File: config.mk
export PLATFORM = sky130hd
export DESIGN_NAME = lin_master_frame_engine_top
export DESIGN_NICKNAME = d
export VERILOG_FILES = /design/src/hw/rtl/lmfe_pkg.sv /design/src/hw/rtl/lmfe_core.sv /design/src/hw/rtl/lmfe_result_queue.sv /design/src/hw/rtl/lin_master_frame_engine_top.sv
export SDC_FILE = /design/constraint.sdc
export NUM_CORES = 1
export LEC_CHECK = 0
export BUFFER_PORTS_ARGS = -buffer_cell sky130_fd_sc_hd__buf_2
export CELL_PAD_IN_SITES_DETAIL_PLACEMENT = 1
export CELL_PAD_IN_SITES_GLOBAL_PLACEMENT = 2
export CORE_MARGIN = 2
export CORE_UTILIZATION = 30
export CTS_BUF_LIST = sky130_fd_sc_hd__clkbuf_4 sky130_fd_sc_hd__clkbuf_8
export CTS_CLUSTER_SIZE = 24
export DETAILED_ROUTE_END_ITERATION = 10
export GPL_ROUTABILITY_DRIVEN = 0
export PLACE_DENSITY_LB_ADDON = 0.15
export SETUP_SLACK_MARGIN = 0.15
export SLEW_MARGIN = 20
export SYNTH_ARGS = -nofsm -noshare
export SYNTH_HDL_FRONTEND = slang
export SYNTH_SLANG_ARGS = --single-unit
export TNS_END_PERCENT = 10
File: constraint.sdc
create_clock -name clk -period 6.2 [get_ports clk]
set_input_delay 0.31 -clock clk [delete_from_list [all_inputs] [get_ports clk]]
set_output_delay 0.31 -clock clk [all_outputs]
set_load 0.03 [all_outputs]
File: src/hw/rtl/lmfe_pkg.sv
// Shared types, codes and helpers for the LIN master frame engine.
// No dependencies; imported by every module of the block.
package lmfe_pkg;

  localparam int MAX_DATA_BYTES_DEF = 8;
  localparam int MAX_RESULTS = 4;
  localparam int QUEUE_DEPTH = 8;
  localparam int QUEUE_AW = $clog2(QUEUE_DEPTH);

  localparam logic [15:0] TIMEOUT_RESET = 16'd17360;
  localparam logic [7:0] SYNC_BYTE = 8'h55;
  localparam logic [16:0] TICK_US = 17'd100;

  localparam logic [2:0] OP_START_SEND = 3'd0;
  localparam logic [2:0] OP_SEND_BYTE = 3'd1;
  localparam logic [2:0] OP_START_RECV = 3'd2;
  localparam logic [2:0] OP_BUS_BYTE = 3'd3;
  localparam logic [2:0] OP_TICK = 3'd4;

  localparam logic [1:0] KIND_BREAK = 2'd0;
  localparam logic [1:0] KIND_TX = 2'd1;
  localparam logic [1:0] KIND_RX = 2'd2;
  localparam logic [1:0] KIND_STATUS = 2'd3;

  localparam logic [2:0] ST_NO_SYNC = 3'd0;
  localparam logic [2:0] ST_NO_ID = 3'd1;
  localparam logic [2:0] ST_TIMEOUT = 3'd2;
  localparam logic [2:0] ST_BAD_SUM = 3'd3;
  localparam logic [2:0] ST_OK = 3'd4;

  localparam logic [2:0] REG_TIMEOUT_LIMIT = 3'd0;

  typedef enum logic [5:0] {
    PH_IDLE  = 6'b000001,
    PH_SEND  = 6'b000010,
    PH_SYNC  = 6'b000100,
    PH_ID    = 6'b001000,
    PH_DATA  = 6'b010000,
    PH_CHECK = 6'b100000
  } phase_t;

  typedef struct packed {
    logic [1:0] kind;
    logic [7:0] byte_value;
    logic [2:0] byte_index;
    logic [2:0] status;
    logic [3:0] bytes_received;
    logic       last;
  } result_t;

  typedef struct packed {
    logic [2:0]                     count;
    result_t [MAX_RESULTS-1:0]      entry;
  } result_group_t;

  function automatic logic [7:0] make_pid(input logic [5:0] id);
    logic p0;
    logic p1;
    p0 = id[0] ^ id[1] ^ id[2] ^ id[4];
    p1 = ~(id[1] ^ id[3] ^ id[4] ^ id[5]);
    return {p1, p0, id};
  endfunction

  function automatic logic [7:0] add_carry(input logic [7:0] acc, input logic [7:0] b);
    logic [8:0] s;
    s = {1'b0, acc} + {1'b0, b};
    return s[8] ? (s[7:0] + 8'd1) : s[7:0];
  endfunction

  function automatic result_t make_result(input logic [1:0] kind, input logic [7:0] val,
                                          input logic [2:0] idx, input logic [2:0] st,
                                          input logic [3:0] nrx, input logic last);
    result_t r;
    r.kind = kind;
    r.byte_value = val;
    r.byte_index = idx;
    r.status = st;
    r.bytes_received = nrx;
    r.last = last;
    return r;
  endfunction

endpackage

File: src/hw/rtl/lmfe_core.sv
// Frame sequencer: phase, checksum, byte counter and receive timer.
// Depends on lmfe_pkg; turns one request into a group of up to four results.
module lmfe_core
  import lmfe_pkg::*;
#(
  parameter int MAX_DATA_BYTES = MAX_DATA_BYTES_DEF
) (
  input  logic          clk,
  input  logic          rst,
  input  logic          take,
  input  logic [2:0]    op,
  input  logic [5:0]    frame_id,
  input  logic [3:0]    data_length,
  input  logic          classic_checksum,
  input  logic [7:0]    data_byte,
  input  logic [15:0]   timeout_limit,
  output result_group_t group
);

  localparam logic [3:0] MaxLen = 4'(MAX_DATA_BYTES);

  phase_t      phase, phase_next;
  logic [7:0]  protected_id, protected_id_next;
  logic [7:0]  checksum_acc, checksum_acc_next;
  logic [3:0]  byte_count, byte_count_next;
  logic [3:0]  frame_length, frame_length_next;
  logic [15:0] elapsed_time, elapsed_time_next;

  logic [7:0]  pid;
  logic [3:0]  len;
  logic [7:0]  seed;
  logic [7:0]  acc_add;
  logic [3:0]  count_inc;
  logic [16:0] time_sum;
  logic [15:0] time_sat;
  logic [2:0]  tmo_status;
  logic [3:0]  tmo_count;

  always_comb begin
    pid = make_pid(frame_id);
    len = (data_length > MaxLen) ? MaxLen : data_length;
    seed = classic_checksum ? 8'd0 : pid;
    acc_add = add_carry(checksum_acc, data_byte);
    count_inc = byte_count + 4'd1;
    time_sum = {1'b0, elapsed_time} + TICK_US;
    time_sat = time_sum[16] ? 16'hffff : time_sum[15:0];
    tmo_status = (phase == PH_SYNC) ? ST_NO_SYNC : ((phase == PH_ID) ? ST_NO_ID : ST_TIMEOUT);
    tmo_count = (phase == PH_SYNC || phase == PH_ID) ? 4'd0 : byte_count;

    phase_next = phase;
    protected_id_next = protected_id;
    checksum_acc_next = checksum_acc;
    byte_count_next = byte_count;
    frame_length_next = frame_length;
    elapsed_time_next = elapsed_time;
    group = '0;

    if (take) begin
      case (op)
        OP_START_SEND, OP_START_RECV: begin
          protected_id_next = pid;
          byte_count_next = 4'd0;
          frame_length_next = len;
          group.entry[0] = make_result(KIND_BREAK, 8'd0, 3'd0, 3'd0, 4'd0, 1'b0);
          group.entry[1] = make_result(KIND_TX, SYNC_BYTE, 3'd0, 3'd0, 4'd0, 1'b0);
          group.entry[2] = make_result(KIND_TX, pid, 3'd0, 3'd0, 4'd0, 1'b0);
          group.count = 3'd3;
          if (op == OP_START_SEND) begin
            checksum_acc_next = seed;
            if (len == 4'd0) begin
              group.entry[3] = make_result(KIND_TX, ~seed, 3'd0, 3'd0, 4'd0, 1'b1);
              group.count = 3'd4;
              phase_next = PH_IDLE;
            end else begin
              phase_next = PH_SEND;
            end
          end else begin
            checksum_acc_next = pid;
            elapsed_time_next = 16'd0;
            phase_next = PH_SYNC;
          end
        end
        OP_SEND_BYTE: begin
          if (phase == PH_SEND) begin
            checksum_acc_next = acc_add;
            byte_count_next = count_inc;
            group.entry[0] = make_result(KIND_TX, data_byte, 3'd0, 3'd0, 4'd0, 1'b0);
            group.count = 3'd1;
            if (count_inc >= frame_length) begin
              group.entry[1] = make_result(KIND_TX, ~acc_add, 3'd0, 3'd0, 4'd0, 1'b1);
              group.count = 3'd2;
              phase_next = PH_IDLE;
            end
          end
        end
        OP_BUS_BYTE: begin
          case (phase)
            PH_SYNC: begin
              if (data_byte == SYNC_BYTE) phase_next = PH_ID;
            end
            PH_ID: begin
              if (data_byte == protected_id) begin
                phase_next = (frame_length == 4'd0) ? PH_CHECK : PH_DATA;
              end
            end
            PH_DATA: begin
              group.entry[0] = make_result(KIND_RX, data_byte, byte_count[2:0], 3'd0, 4'd0,
                                           1'b0);
              group.count = 3'd1;
              checksum_acc_next = acc_add;
              byte_count_next = count_inc;
              if (count_inc >= frame_length) phase_next = PH_CHECK;
            end
            PH_CHECK: begin
              byte_count_next = count_inc;
              group.entry[0] = make_result(KIND_STATUS, 8'd0, 3'd0,
                                           (~checksum_acc == data_byte) ? ST_OK : ST_BAD_SUM,
                                           count_inc, 1'b1);
              group.count = 3'd1;
              phase_next = PH_IDLE;
            end
            default: begin
            end
          endcase
        end
        OP_TICK: begin
          if (phase == PH_SYNC || phase == PH_ID || phase == PH_DATA || phase == PH_CHECK) begin
            elapsed_time_next = time_sat;
            if (time_sat >= timeout_limit) begin
              group.entry[0] = make_result(KIND_STATUS, 8'd0, 3'd0, tmo_status, tmo_count,
                                           1'b1);
              group.count = 3'd1;
              phase_next = PH_IDLE;
            end
          end
        end
        default: begin
        end
      endcase
    end
  end

  always_ff @(posedge clk) begin
    if (rst) begin
      phase <= PH_IDLE;
      protected_id <= 8'd0;
      checksum_acc <= 8'd0;
      byte_count <= 4'd0;
      frame_length <= 4'd0;
      elapsed_time <= 16'd0;
    end else begin
      phase <= phase_next;
      protected_id <= protected_id_next;
      checksum_acc <= checksum_acc_next;
      byte_count <= byte_count_next;
      frame_length <= frame_length_next;
      elapsed_time <= elapsed_time_next;
    end
  end

endmodule

File: src/hw/rtl/lmfe_result_queue.sv
// Result queue: takes a group of up to four results a cycle, gives one.
// Depends on lmfe_pkg for the result types and queue depth.
module lmfe_result_queue
  import lmfe_pkg::*;
(
  input  logic          clk,
  input  logic          rst,
  input  result_group_t group,
  input  logic          pop,
  output result_t       head,
  output logic          not_empty,
  output logic          has_room
);

  result_t               slots [QUEUE_DEPTH];
  logic [QUEUE_AW-1:0]   wr_ptr;
  logic [QUEUE_AW-1:0]   rd_ptr;
  logic [QUEUE_AW:0]     fill, fill_next;

  assign head = slots[rd_ptr];
  assign not_empty = (fill != '0);
  assign has_room = (fill <= (QUEUE_AW+1)'(QUEUE_DEPTH - MAX_RESULTS));

  always_comb begin
    fill_next = fill + (QUEUE_AW+1)'(group.count) - (QUEUE_AW+1)'(pop);
  end

  always_ff @(posedge clk) begin
    for (int i = 0; i < MAX_RESULTS; i++) begin
      if (3'(i) < group.count) slots[wr_ptr + QUEUE_AW'(i)] <= group.entry[i];
    end
  end

  always_ff @(posedge clk) begin
    if (rst) begin
      wr_ptr <= '0;
      rd_ptr <= '0;
      fill <= '0;
    end else begin
      wr_ptr <= wr_ptr + QUEUE_AW'(group.count);
      rd_ptr <= rd_ptr + QUEUE_AW'(pop);
      fill <= fill_next;
    end
  end

endmodule

File: src/hw/rtl/lin_master_frame_engine_top.sv
// LIN master frame engine top level: request channel, result channel, APB register.
// Latency: results reach the result port from the next cycle, one per unstalled cycle.
// Throughput: one request per cycle while the eight-entry result queue has room for four;
// a request yields up to four results, so the result side sets the sustained rate.
// Reset clears phase, checksum, counters, timer, queue and timeout_limit (to 17360).
// Depends on lmfe_pkg, lmfe_core and lmfe_result_queue.
module lin_master_frame_engine_top
  import lmfe_pkg::*;
#(
  parameter int MAX_DATA_BYTES = MAX_DATA_BYTES_DEF
) (
  input  logic        clk,
  input  logic        rst,
  input  logic        in_valid,
  output logic        in_stall,
  input  logic [2:0]  op,
  input  logic [5:0]  frame_id,
  input  logic [3:0]  data_length,
  input  logic        classic_checksum,
  input  logic [7:0]  data_byte,
  output logic        out_valid,
  input  logic        out_stall,
  output logic [1:0]  kind,
  output logic [7:0]  byte_value,
  output logic [2:0]  byte_index,
  output logic [2:0]  status,
  output logic [3:0]  bytes_received,
  output logic        last,
  input  logic        psel,
  input  logic        penable,
  input  logic        pwrite,
  input  logic [2:0]  paddr,
  input  logic [31:0] pwdata,
  output logic [31:0] prdata,
  output logic        pready
);

  logic [15:0]   timeout_limit;
  logic          take;
  logic          room;
  result_group_t group;
  result_t       head;

  assign pready = 1'b1;
  assign prdata = (paddr == {REG_TIMEOUT_LIMIT[0], 2'b00}) ? {16'd0, timeout_limit} : 32'd0;

  always_ff @(posedge clk) begin
    if (rst) begin
      timeout_limit <= TIMEOUT_RESET;
    end else if (psel && penable && pwrite && paddr[2] == REG_TIMEOUT_LIMIT[0]) begin
      timeout_limit <= pwdata[15:0];
    end
  end

  assign in_stall = !room;
  assign take = in_valid && room;

  lmfe_core #(
    .MAX_DATA_BYTES(MAX_DATA_BYTES)
  ) u_core (
    .clk              (clk),
    .rst              (rst),
    .take             (take),
    .op               (op),
    .frame_id         (frame_id),
    .data_length      (data_length),
    .classic_checksum (classic_checksum),
    .data_byte        (data_byte),
    .timeout_limit    (timeout_limit),
    .group            (group)
  );

  lmfe_result_queue u_queue (
    .clk       (clk),
    .rst       (rst),
    .group     (group),
    .pop       (out_valid && !out_stall),
    .head      (head),
    .not_empty (out_valid),
    .has_room  (room)
  );

  assign kind = head.kind;
  assign byte_value = head.byte_value;
  assign byte_index = head.byte_index;
  assign status = head.status;
  assign bytes_received = head.bytes_received;
  assign last = head.last;

endmodule

==> impl_metrics.json <==
{
  "post-place-cells": 2191,
  "crit_path_cell_trace": "ha_1 -> a21o_1 -> or2_2 -> nor2b_1 -> and3_1 -> nand2b_1 -> nand2b_1 -> ha_1 -> a2111o_1 -> a311oi_1 -> a21bo_2 -> nand4bb_1 -> nand2_1 -> nand2b_1",
  "numCtsBuffers": 46,
  "drv_slew": 0,
  "wirelength_met1_um": 24030,
  "ir_worst_vdd_mv": 0.1777,
  "whs_path_depth": 3,
  "cp.arrival_ns": 5.57,
  "status": "completed",
  "die_w_um": 221.4,
  "cp_slowest_cell": "nand2_1",
  "ioPinCount": 120,
  "maxSlewHeadroom_pct": 32.22,
  "synth_edf_count": 80,
  "critPathRequiredTime_ns": 6.46,
  "rsz0062_at_grt": "no",
  "fin_nets": 1758,
  "grt_overflow": 0,
  "final_cells": 2288,
  "dp_hpwl_um": 37870,
  "start_util_pct": 30.40,
  "wirelength_um": 51100,
  "avgViaCountPerCell": 5.444,
  "syn_avg_cell_area_um2": 8.921,
  "report.power.total_mw": 4.395,
  "setup_slack_ns": 0.8896,
  "reg2reg_to": "u_queue.slots[6][19]",
  "clock_skew_ns": 0.02833,
  "slowest_delay_ns": 0.60,
  "drv_cap": 0,
  "cts_buffer_depth": 3,
  "hold_violations": 0,
  "yosysSeqAreaShare_pct": 39.52,
  "grt_use_total_pct": 20.78,
  "netlist_instances": 1590,
  "dieArea_um2": 49040,
  "setup_tns_ns": 0,
  "vias": 12460,
  "crit_top_cell": "nand2b_1",
  "cts_tree": "yes",
  "rows": 79,
  "power_density_nw_per_um2": 272.5,
  "crit-reg2reg-launch": "u_core.elapsed_time[2]",
  "startpoint_type": "flop",
  "setup_viol": 0,
  "dr_wl_met2_um": 23540,
  "grt_pass1_wl_um": 79310,
  "hold_start": "frame_id[3]",
  "grt_pass1_vias": 12970,
  "die_h_um": 221.4,
  "max_freq_mhz": 188.3,
  "core_area_um2": 46650,
  "cp_max_fo": 15,
  "hold_end": "u_core.protected_id[3]",
  "cts_sinks": 240,
  "ys_types": 83,
  "post-route-min-period_ns": 5.310,
  "reg2reg_depth": 14,
  "post-route-period-util_pct": 85.65,
  "critPathCaptureType": "flop",
  "drc": 0,
  "total_leakage_power_nw": 5.889,
  "post_drt_wl_per_cell_um": 22.33,
  "hp-class": "in2reg",
  "ff_latch_area_um2": 5608,
  "synth-main-ff-cell": "dfxtp_1",
  "worst-path-buf-inv": 0,
  "synth-async-reset-ratio_pct": 0,
  "dr.pass1.iters": 5,
  "critPathTopFamily": "simple AND/OR/NAND/NOR gates",
  "synth_area_um2": 14180,
  "ys_warn_count": 0,
  "clock_latency_ns": 0.64,
  "r2r_setup_slack_ns": 0.89,
  "portBuffers": 86,
  "drtIter0Drc": 716,
  "drive_gt1_share_pct": 17.73,
  "path_class": "reg2reg",
  "ant_nets": 0,
  "wl_met3_um": 2281,
  "grt_start_max_net_pins": 75,
  "routed.top_layer": "met4",
  "path_clk_slew_ns": 0.06,
  "place_ws_ns": 0.8263,
  "multi_input_area_um2": 7934,
  "antenna_found_initial": 0,
  "ys_seq_elements": 240,
  "cts_root_buf": "clkbuf_8",
  "antenna_cells": 0,
  "htreeDepth": 2,
  "area_growth_pct": 13.68,
  "fillers": 5442,
  "tightest_slew_ns": 1.012
}
report_power, final:
group          internal [mW]  total, mW  switching, mW  leakage, nW
Sequential              1.68       1.73         0.0481         2.02
Clock                  0.903       1.64          0.741        0.500
Combinational          0.385       1.02          0.634         3.37
registers in the layout, indices dropped and copies added, names as in the netlist:
register             cells
u_queue.slots          168
timeout_limit           16
u_core.elapsed_time     16
u_core.checksum_acc      8
u_core.protected_id      8
u_core.phase             6
u_core.byte_count        4
u_core.frame_length      4
u_queue.fill             4
u_queue.rd_ptr           3
u_queue.wr_ptr           3
worst max path at each step:
stage | end | start | depth (start not counted) | slack [ns]
3_3_place_gp | u_queue.slots[6][14] | u_core.elapsed_time[2] | 15 | 0.97
2_1_floorplan | u_queue.slots[7][0] | u_core.elapsed_time[2] | 17 | 1.87
5_1_grt | u_queue.slots[6][18] | u_core.elapsed_time[2] | 15 | 0.38
3_5_place_dp | u_queue.slots[6][11] | u_core.elapsed_time[2] | 15 | 0.83
4_1_cts | u_queue.slots[6][18] | u_core.elapsed_time[2] | 15 | 0.80
6_report | u_queue.slots[6][19] | u_core.elapsed_time[2] | 14 | 0.89
cell type report:
cell class                      instances  share of cell area [%]
Multi-Input combinational cell       1201                   49.20
Sequential cell                       240                   34.78
Clock buffer                           67                   5.175
Tap cell                              607                   4.710
Timing Repair Buffer                  124                   4.702
Inverter                               36                  0.8380
Clock inverter                         13                  0.5975
worst reg2reg max path, stage by stage (launching register included):
cell and delay (ns):
dfxtp_1 0.35, ha_1 0.25, a21o_1 0.19, or2_2 0.31, nor2b_1 0.18, and3_1 0.21, nand2b_1 0.46, nand2b_1 0.14
ha_1 0.30, a2111o_1 0.37, a311oi_1 0.35, a21bo_2 0.24, nand4bb_1 0.54, nand2_1 0.60, nand2b_1 0.43
what timing repair did:
item	in CTS	in global routing
hold buffers	17	0
resized for setup	0	0
buffers inserted	0	0
hold endpoints to repair	17	0
cell usage after synthesis (13+ instances only):
master    number  area share, %
and2_1        38            1.7
nor3_1        23           0.81
xnor2_1       26            1.6
clkbuf_1      69            1.8
xor2_1        14           0.86
mux4_2        42            6.7
edfxtp_1      80             17
buf_1         18           0.48
a221oi_1      49            3.0
ha_1          42            3.7
nand3_1       76            2.7
a211oi_1      38            2.0
nor2_1       141            3.7
nand2b_1      22           0.97
buf_2         18           0.64
nand2_1      222            5.9
o21ai_0       81            2.9
or2_2         17           0.75
buf_4         18           0.95
nor2b_1       18           0.79
nand4_1       13           0.57
mux2_2        24            1.9
a21oi_1      131            4.6
dfxtp_1      160             23
inv_1         36           0.95
layout by cell type, fill, tap and decap left out, types with 11 or more instances in the layout:
cell           synthesis  layout
a211oi_1              38      37
a21oi_1              131     131
a221oi_1              49      49
a22oi_1               11      11
and2_1                38      38
buf_2                 18      86
buf_4                 18      21
clkbuf_4               0      14
clkbuf_8               0      53
conb_1                 2      17
dfxtp_1              160     158
dlygate4sd3_1          0      17
edfxtp_1              80      80
ha_1                  42      42
inv_1                 36      36
mux2_2                24      24
mux4_2                42      42
nand2_1              222     222
nand2b_1              22      22
nand3_1               76      76
nand4_1               13      13
nor2_1               141     141
nor2b_1               18      17
nor3_1                23      23
o21ai_0               81      81
or2_2                 17      17
xnor2_1               26      25
xor2_1                14      14
routing by layer:
layer,vias up,global-route usage (%)
li1,5915,-
met1,6170,28.42
met2,288,33.63
met3,84,3.532
met4,0,6.190
met5,-,0
kinds of logic after synthesis:
group                      share of synthesized area (%)
muxes                                              9.138
other                                            0.05294
adders and majority gates                          4.128
and+or+nand+nor                                    21.32
xor gates and xnor gates                           2.470
DFF                                                39.52
AOI/OAI and AO/OA                                  18.22
buffers and inverters                              5.151
metrics by stage:
stage          hold slack [ns]  area (µm²)  util (%)
6_report                0.1323       16130     34.56
5_1_grt                 0.1227       16130     34.56
4_1_cts                0.08218       16110     34.53
3_5_place_dp            0.4491       15010     32.17
3_3_place_gp            0.4386       15010     32.17
2_1_floorplan           0.4278       14240         -
Note: power is estimated with default switching activity, not from simulation.
